File: src/hw/rtl/pwi_pkg.sv
// Shared types, widths and register codes of the pulse window integrator.
package pwi_pkg;

    localparam int SAMPLE_W    = 16;
    localparam int ACC_W       = 30;
    localparam int OUT_W       = 46;
    localparam int START_W     = 12;
    localparam int END_W       = 13;
    localparam int TS_W        = 16;
    localparam int CFG_IDX_W   = 3;
    localparam int CFG_DATA_W  = 16;
    localparam int CROSS_GUARD = 10;

    localparam logic [CFG_IDX_W-1:0] REG_MODE      = 3'd0;
    localparam logic [CFG_IDX_W-1:0] REG_START_BIN = 3'd1;
    localparam logic [CFG_IDX_W-1:0] REG_END_BIN   = 3'd2;
    localparam logic [CFG_IDX_W-1:0] REG_BASELINE  = 3'd3;
    localparam logic [CFG_IDX_W-1:0] REG_TIME_STEP = 3'd4;

    localparam logic                   MODE_WINDOW   = 1'b0;
    localparam logic                   MODE_CROSSING = 1'b1;
    localparam logic [START_W-1:0]     START_RESET   = 12'd0;
    localparam logic [END_W-1:0]       END_RESET     = 13'd4096;
    localparam logic signed [SAMPLE_W-1:0] BASE_RESET = 16'sd0;
    localparam logic [TS_W-1:0]        TS_RESET      = 16'hFFFF;

    typedef struct packed {
        logic                       mode;
        logic [START_W-1:0]         start_bin;
        logic [END_W-1:0]           end_bin;
        logic signed [SAMPLE_W-1:0] baseline;
        logic [TS_W-1:0]            time_step;
    } pwi_cfg_t;

    // Finished waveform sum handed from the integrator to the scaler.
    typedef struct packed {
        logic                    valid;
        logic signed [ACC_W-1:0] sum;
    } pwi_sum_t;

endpackage

File: src/hw/rtl/pwi_integrate.sv
// Input register, per-waveform state and sample selection with accumulation.
module pwi_integrate #(
    parameter int MAX_SAMPLES = 4096
) (
    input  logic                                aclk,
    input  logic                                aresetn,
    input  pwi_pkg::pwi_cfg_t                   cfg,
    input  logic                                s_valid,
    output logic                                s_ready,
    input  logic signed [pwi_pkg::SAMPLE_W-1:0] s_sample,
    input  logic                                s_last,
    output pwi_pkg::pwi_sum_t                   sum_out,
    input  logic                                sum_ready
);

    localparam int IDX_W = $clog2(MAX_SAMPLES + 1);
    localparam int CMP_W = (IDX_W > pwi_pkg::END_W) ? IDX_W : pwi_pkg::END_W;
    localparam logic [IDX_W-1:0] IDX_LIMIT = IDX_W'(MAX_SAMPLES);

    logic                                in_valid_reg;
    logic signed [pwi_pkg::SAMPLE_W-1:0] in_sample_reg;
    logic                                in_last_reg;

    logic [IDX_W-1:0]                    index_reg,  index_next;
    logic signed [pwi_pkg::ACC_W-1:0]    acc_reg,    acc_next;
    logic signed [pwi_pkg::SAMPLE_W-1:0] prev_reg,   prev_next;
    logic                                stopped_reg, stopped_next;

    logic                                sum_valid_reg;
    logic signed [pwi_pkg::ACC_W-1:0]    sum_reg;

    logic                                advance;
    logic                                in_range;
    logic [CMP_W-1:0]                    idx_c, start_c, end_c, offset;
    logic                                at_or_after_start, before_end, at_start;
    logic signed [pwi_pkg::SAMPLE_W-1:0] prev_sel;
    logic [pwi_pkg::SAMPLE_W:0]          mag_prev, mag_cur;
    logic                                same_sign, opp_sign, do_add;
    logic signed [pwi_pkg::SAMPLE_W:0]   diff;
    logic signed [pwi_pkg::ACC_W-1:0]    acc_added;

    // The sum register hands over to the scaler; a finishing word waits for it.
    assign advance = in_valid_reg && (!in_last_reg || !sum_valid_reg || sum_ready);
    assign s_ready = !in_valid_reg || advance;

    assign sum_out.valid = sum_valid_reg;
    assign sum_out.sum   = sum_reg;

    always_comb begin
        in_range  = index_reg < IDX_LIMIT;
        idx_c     = CMP_W'(index_reg);
        start_c   = CMP_W'(cfg.start_bin);
        end_c     = CMP_W'(cfg.end_bin);
        at_or_after_start = idx_c >= start_c;
        before_end        = idx_c < end_c;
        at_start          = idx_c == start_c;
        offset            = idx_c - start_c;

        prev_sel  = at_start ? in_sample_reg : prev_reg;
        mag_prev  = prev_sel[pwi_pkg::SAMPLE_W-1] ? -{prev_sel[pwi_pkg::SAMPLE_W-1], prev_sel}
                                                  : {1'b0, prev_sel};
        mag_cur   = in_sample_reg[pwi_pkg::SAMPLE_W-1]
                    ? -{in_sample_reg[pwi_pkg::SAMPLE_W-1], in_sample_reg}
                    : {1'b0, in_sample_reg};
        // A zero on either side is neither the same sign nor a sign change.
        same_sign = (prev_sel != '0) && (in_sample_reg != '0)
                    && (prev_sel[pwi_pkg::SAMPLE_W-1] == in_sample_reg[pwi_pkg::SAMPLE_W-1]);
        opp_sign  = (prev_sel != '0) && (in_sample_reg != '0)
                    && (prev_sel[pwi_pkg::SAMPLE_W-1] != in_sample_reg[pwi_pkg::SAMPLE_W-1]);

        diff      = {in_sample_reg[pwi_pkg::SAMPLE_W-1], in_sample_reg}
                    - {cfg.baseline[pwi_pkg::SAMPLE_W-1], cfg.baseline};
        acc_added = acc_reg + pwi_pkg::ACC_W'(diff);

        do_add       = 1'b0;
        stopped_next = stopped_reg;
        if (in_range) begin
            if (cfg.mode == pwi_pkg::MODE_WINDOW) begin
                do_add = at_or_after_start && before_end;
            end else if (at_or_after_start && !stopped_reg) begin
                do_add = same_sign || (mag_prev > mag_cur);
                if ((offset > CMP_W'(pwi_pkg::CROSS_GUARD)) && opp_sign) begin
                    stopped_next = 1'b1;
                end
            end
        end

        acc_next   = do_add ? acc_added : acc_reg;
        index_next = in_range ? index_reg + 1'b1 : index_reg;
        prev_next  = in_range ? in_sample_reg : prev_reg;

        if (in_last_reg) begin
            index_next   = '0;
            acc_next     = '0;
            prev_next    = '0;
            stopped_next = 1'b0;
        end
    end

    always_ff @(posedge aclk) begin
        if (!aresetn) begin
            in_valid_reg  <= 1'b0;
            index_reg     <= '0;
            acc_reg       <= '0;
            prev_reg      <= '0;
            stopped_reg   <= 1'b0;
            sum_valid_reg <= 1'b0;
        end else begin
            if (s_ready) begin
                in_valid_reg <= s_valid;
            end
            if (advance) begin
                index_reg   <= index_next;
                acc_reg     <= acc_next;
                prev_reg    <= prev_next;
                stopped_reg <= stopped_next;
            end
            if (advance && in_last_reg) begin
                sum_valid_reg <= 1'b1;
            end else if (sum_ready) begin
                sum_valid_reg <= 1'b0;
            end
        end
    end

    always_ff @(posedge aclk) begin
        if (s_valid && s_ready) begin
            in_sample_reg <= s_sample;
            in_last_reg   <= s_last;
        end
        if (advance && in_last_reg) begin
            sum_reg <= do_add ? acc_added : acc_reg;
        end
    end

endmodule

File: src/hw/rtl/pwi_scale.sv
// Scales a finished waveform sum by the sample period into the output register.
module pwi_scale (
    input  logic                               aclk,
    input  logic                               aresetn,
    input  logic [pwi_pkg::TS_W-1:0]           time_step,
    input  pwi_pkg::pwi_sum_t                  sum_in,
    output logic                               sum_ready,
    output logic                               m_valid,
    input  logic                               m_ready,
    output logic signed [pwi_pkg::OUT_W-1:0]   m_integral
);

    logic                                  out_valid_reg;
    logic signed [pwi_pkg::OUT_W-1:0]      out_reg;
    logic signed [pwi_pkg::TS_W:0]         ts_signed;
    logic signed [pwi_pkg::ACC_W+pwi_pkg::TS_W:0] product;

    assign sum_ready  = !out_valid_reg || m_ready;
    assign m_valid    = out_valid_reg;
    assign m_integral = out_reg;

    // The period is unsigned; one zero bit on top keeps the product exact.
    assign ts_signed = {1'b0, time_step};
    assign product   = sum_in.sum * ts_signed;

    always_ff @(posedge aclk) begin
        if (!aresetn) begin
            out_valid_reg <= 1'b0;
        end else if (sum_ready) begin
            out_valid_reg <= sum_in.valid;
        end
    end

    always_ff @(posedge aclk) begin
        if (sum_ready && sum_in.valid) begin
            out_reg <= product[pwi_pkg::OUT_W-1:0];
        end
    end

endmodule

File: src/hw/rtl/pulse_window_integrator.sv
// Top level of the pulse window integrator: configuration registers and datapath.
//
// The block takes one waveform sample per word and sums the samples minus a
// baseline. In window mode (mode 0) it sums samples whose index within the
// waveform lies from start_bin up to, not including, end_bin; the window simply
// ends early if the waveform is shorter. In crossing mode (mode 1) it starts at
// start_bin and adds each sample that has the same sign as the previous one or
// a smaller magnitude; once more than ten samples past start_bin, a sign change
// stops the summing for the rest of the waveform. The word marked last closes
// the waveform: one result word carries the 30-bit wrapped sum times time_step
// (Q15 times unsigned Q0.16, not scaled back), and the per-waveform state
// clears for the next waveform. Words that are not last give no result.
// Samples past MAX_SAMPLES within one waveform are never summed. The block
// takes one word every clock, save for the stall below: the input register
// feeds one stage that selects and accumulates, a second register holds the
// finished sum, and one 30 by 17 bit multiply fills the output register.
// Backpressure on the result channel stalls the input only when a last word
// must hand its sum to a still occupied stage. Configuration writes (cfg_wr_en,
// cfg_index, cfg_wdata) take effect at once and are meant to be made while no
// waveform is in flight; unknown indexes are ignored.
module pulse_window_integrator #(
    parameter int MAX_SAMPLES = 4096
) (
    input  logic                                  aclk,
    input  logic                                  aresetn,

    input  logic                                  cfg_wr_en,
    input  logic [pwi_pkg::CFG_IDX_W-1:0]         cfg_index,
    input  logic [pwi_pkg::CFG_DATA_W-1:0]        cfg_wdata,

    input  logic                                  s_valid,
    output logic                                  s_ready,
    input  logic signed [pwi_pkg::SAMPLE_W-1:0]   s_sample,
    input  logic                                  s_last,

    output logic                                  m_valid,
    input  logic                                  m_ready,
    output logic signed [pwi_pkg::OUT_W-1:0]      m_integral
);

    pwi_pkg::pwi_cfg_t cfg_reg;
    pwi_pkg::pwi_sum_t sum_link;
    logic              sum_ready;

    always_ff @(posedge aclk) begin
        if (!aresetn) begin
            cfg_reg.mode      <= pwi_pkg::MODE_WINDOW;
            cfg_reg.start_bin <= pwi_pkg::START_RESET;
            cfg_reg.end_bin   <= pwi_pkg::END_RESET;
            cfg_reg.baseline  <= pwi_pkg::BASE_RESET;
            cfg_reg.time_step <= pwi_pkg::TS_RESET;
        end else if (cfg_wr_en) begin
            case (cfg_index)
                pwi_pkg::REG_MODE: begin
                    cfg_reg.mode <= cfg_wdata[0];
                end
                pwi_pkg::REG_START_BIN: begin
                    cfg_reg.start_bin <= cfg_wdata[pwi_pkg::START_W-1:0];
                end
                pwi_pkg::REG_END_BIN: begin
                    cfg_reg.end_bin <= cfg_wdata[pwi_pkg::END_W-1:0];
                end
                pwi_pkg::REG_BASELINE: begin
                    cfg_reg.baseline <= $signed(cfg_wdata[pwi_pkg::SAMPLE_W-1:0]);
                end
                pwi_pkg::REG_TIME_STEP: begin
                    cfg_reg.time_step <= cfg_wdata[pwi_pkg::TS_W-1:0];
                end
                default: begin
                end
            endcase
        end
    end

    pwi_integrate #(
        .MAX_SAMPLES (MAX_SAMPLES)
    ) u_integrate (
        .aclk      (aclk),
        .aresetn   (aresetn),
        .cfg       (cfg_reg),
        .s_valid   (s_valid),
        .s_ready   (s_ready),
        .s_sample  (s_sample),
        .s_last    (s_last),
        .sum_out   (sum_link),
        .sum_ready (sum_ready)
    );

    pwi_scale u_scale (
        .aclk       (aclk),
        .aresetn    (aresetn),
        .time_step  (cfg_reg.time_step),
        .sum_in     (sum_link),
        .sum_ready  (sum_ready),
        .m_valid    (m_valid),
        .m_ready    (m_ready),
        .m_integral (m_integral)
    );

endmodule

File: config.mk
export PLATFORM = sky130hd
export DESIGN_NAME = pulse_window_integrator
export DESIGN_NICKNAME = d
export VERILOG_FILES = /design/src/hw/rtl/pwi_pkg.sv /design/src/hw/rtl/pwi_integrate.sv /design/src/hw/rtl/pwi_scale.sv /design/src/hw/rtl/pulse_window_integrator.sv
export SDC_FILE = /design/constraint.sdc
export NUM_CORES = 2
export LEC_CHECK = 0
export BUFFER_PORTS_ARGS = -buffer_cell sky130_fd_sc_hd__buf_2
export CAP_MARGIN = 20
export CELL_PAD_IN_SITES_DETAIL_PLACEMENT = 0
export CELL_PAD_IN_SITES_GLOBAL_PLACEMENT = 1
export CORE_MARGIN = 2
export CORE_UTILIZATION = 46
export CTS_BUF_LIST = sky130_fd_sc_hd__clkbuf_4 sky130_fd_sc_hd__clkbuf_8 sky130_fd_sc_hd__clkbuf_16
export CTS_CLUSTER_SIZE = 25
export DETAILED_ROUTE_END_ITERATION = 7
export GPL_ROUTABILITY_DRIVEN = 0
export PLACE_DENSITY = 0.77
export SYNTH_ARGS = -nofsm -noshare
export SYNTH_HDL_FRONTEND = slang
export SYNTH_SLANG_ARGS = --single-unit
File: constraint.sdc
create_clock -name aclk -period 6.32 [get_ports aclk]
set_clock_uncertainty 0.2 [all_clocks]
set_input_delay 0.948 -clock aclk [delete_from_list [all_inputs] [get_ports aclk]]
set_output_delay 0.948 -clock aclk [all_outputs]
set_load 0.05 [all_outputs]
==> results.cfg <==
[synth]
synthTopCellsByArea = fa_1 (33%), edfxtp_1 (9.6%), inv_1 (8.9%)
synthCells = 3232
synth_ff_type = dfxtp_1
seq_area_frac_synth_pct = 17.89
synth_top_area_cell = fa_1
synth_top_area_share_pct = 33.38
ys_async_sr_fraction_pct = 0
synth.avg_cell_area_um2 = 9.019
synth_nets = 3943
yosysUniqueCellTypes = 78
syn_area_um2 = 29150
yosys_warnings = 0
synth-seq-cells = 214
synth-edff-count = 93

[global_route]
grt_pass1_wl_mm = 123.0
grtUsageTotal_pct = 23.15
antenna_found_initial = 0
grt_max_degree = 83
first_global_vias = 23780
overflow = 0

[setup_path]
worstSetupStartpointType = register
crit_start = u_integrate.sum_reg[4]
path_max_fanout = 5
cp-end-kind = register
critPathArrivalTime_ns = 6.77
rr_startpoint = u_integrate.sum_reg[4]
crit_type = register to register
cp.required_ns = 6.44

[layout]
fin_area_um2 = 34840
largest_reg_flops = 58
final_cells = 4422
final_cell_mix = inv_1 (673), fa_1 (471), nand2_1 (450)
nets = 4265
fillers = 5600
insertedDiodeCount = 0
utilization_pct = 55.44
final_common_cell = inv_1
multi_input_area_um2 = 21540
regArea_um2 = 5233
area_growth_pct = 19.53
drive_gt1_share_pct = 18.48

[sta]
finalSetupViolCount = 12
slew_headroom_pct = 37.90
fin_crit_ns = 6.648
max_freq_mhz = 150.4
finalHoldViolations = 0
setup_ws_ns = -0.3285
post-route-period-util_pct = 105.2
drv_slew = 0
tns_ns = -2.309
grt_setup_unrepaired = yes
worst_pin_slew_ns = 0.9316

[clock_tree]
clock_latency_ns = 0.62
cts_root_buffer = clkbuf_16
clkSlewWorstSetupHoldPaths_ns = 0.06
cts_tree = done
cts_made_buffers = 28
cts_buffer_depth = 3
clkSinkCount = 214
htreeDepth = 1

[floorplanning]
die_y_um = 255.7
ios = 89
rows = 92
fp.coreArea_um2 = 62850
start_util_pct = 46.38
dieArea_um2 = 65400
dieWidth_um = 255.7

[routing]
first_pass_iters = 6
drt-initial-drc-count = 1387
viasPerCell = 5.102
route.detailed.drc = 0
routed_wl_mm = 74.94
wl_per_cell_um = 16.95
vias = 22560
antenna_left = 0

[run]
drv_cap = 0

[placed_design]
hpwlAfterDp_mm = 59.97
dpl_cell_area_um2 = 32500
numPortBuffers = 88
place_inst = 4305

[worst_hold_path]
hold_class = register to register
hp-start = cfg_reg[37]

[outcome]
status = finished with violations
violations = negative setup slack
## critical path, cell delays in order (launching register included)
cell and delay [ns]:
edfxtp_1 0.51, buf_6 0.18, and2_1 0.16, fa_1 0.52
inv_2 0.05, fa_1 0.52, inv_1 0.05, fa_1 0.51
fa_2 0.45, fa_1 0.48, inv_1 0.05, fa_1 0.49
inv_2 0.05, ha_4 0.23, o21a_1 0.17, o211ai_1 0.21
a31oi_1 0.07, a21o_1 0.26, o311a_4 0.40, buf_6 0.15
buf_6 0.10, buf_6 0.11, o21ai_4 0.16, o21ai_2 0.09
xnor2_2 0.16
## layer usage
layer  wire [um]  part of all wire [%]  up-vias  track usage [%]
li1            -                     -    10690                -
met1       33520                    45    11190            31.59
met2       35580                    47      564            39.34
met3        3933                   5.2      121            2.812
met4        1906                   2.5        0            5.588
met5           0                     0        -                0
## synthesized netlist by cell type, types with 17 or more instances
cell type,number
inv_1,688
fa_1,486
nand2_1,456
and2_1,219
ha_1,184
a21oi_1,139
clkbuf_1,122
dfxtp_1,121
nor2_1,110
edfxtp_1,93
xnor2_1,81
a21o_1,54
o21ai_0,53
nand3_1,42
xor2_1,37
a32oi_1,24
mux2_2,23
nor3_1,20
a22oi_1,19
a31oi_1,19
nand4_1,17
o21bai_1,17
## cell families (layout without fill, tap and decap cells)
family / Yosys count / count (layout) / synth area share [%]
AND/OR/NAND/NOR: 940 / 940 / 15.31
XOR/XNOR: 118 / 118 / 3.545
buffers and inverters: 827 / 1171 / 10.82
adder cells (fa/ha/maj): 670 / 670 / 41.27
AO/OA/AOI/OAI: 416 / 416 / 9.447
flip-flops: 214 / 214 / 17.89
other: 2 / 2 / 0.02576
multiplexers: 45 / 45 / 1.695
## layout make-up
| cell class | count | area share (%) |
|---|---|---|
| clock inverter | 19 | 0.6213 |
| sequential | 214 | 15.02 |
| clock buffer | 33 | 2.169 |
| inverter | 690 | 7.433 |
| multi-input combinational | 2191 | 61.82 |
| tap | 846 | 3.038 |
| timing repair buffer | 429 | 9.904 |
## repair_timing
item                       in CTS  in global routing
setup endpoints to repair      19                 19
hold endpoints to repair        0                  0
gates cloned                    2                  0
hold buffers                    0                  0
buffers inserted               40                 26
gates resized for setup       132                 81
pin swaps                      51                 63
## final timing paths
check / endpoint / slack (ns) / depth (start not counted)
worst max-delay path: u_scale.m_integral[42] / -0.33 / 24
worst min-delay path: cfg_reg[37] / 0.26 / 2
worst max register to register: u_scale.m_integral[42] / -0.33 / 24
worst min register to register: cfg_reg[37] / 0.26 / 2
## metrics by stage
step / hold WS, ns / worst slack (ns)
after global routing: 0.2727 / -0.5149
after detailed placement: 0.2502 / -1.013
final: 0.2621 / -0.3285
after floorplan: 0.2363 / -0.01278
after CTS: 0.2609 / -0.3072
after global placement: 0.2440 / -0.8315
Power is not shown: default switching activity piles up to over one toggle a cycle in this logic, so the estimate is an artifact.
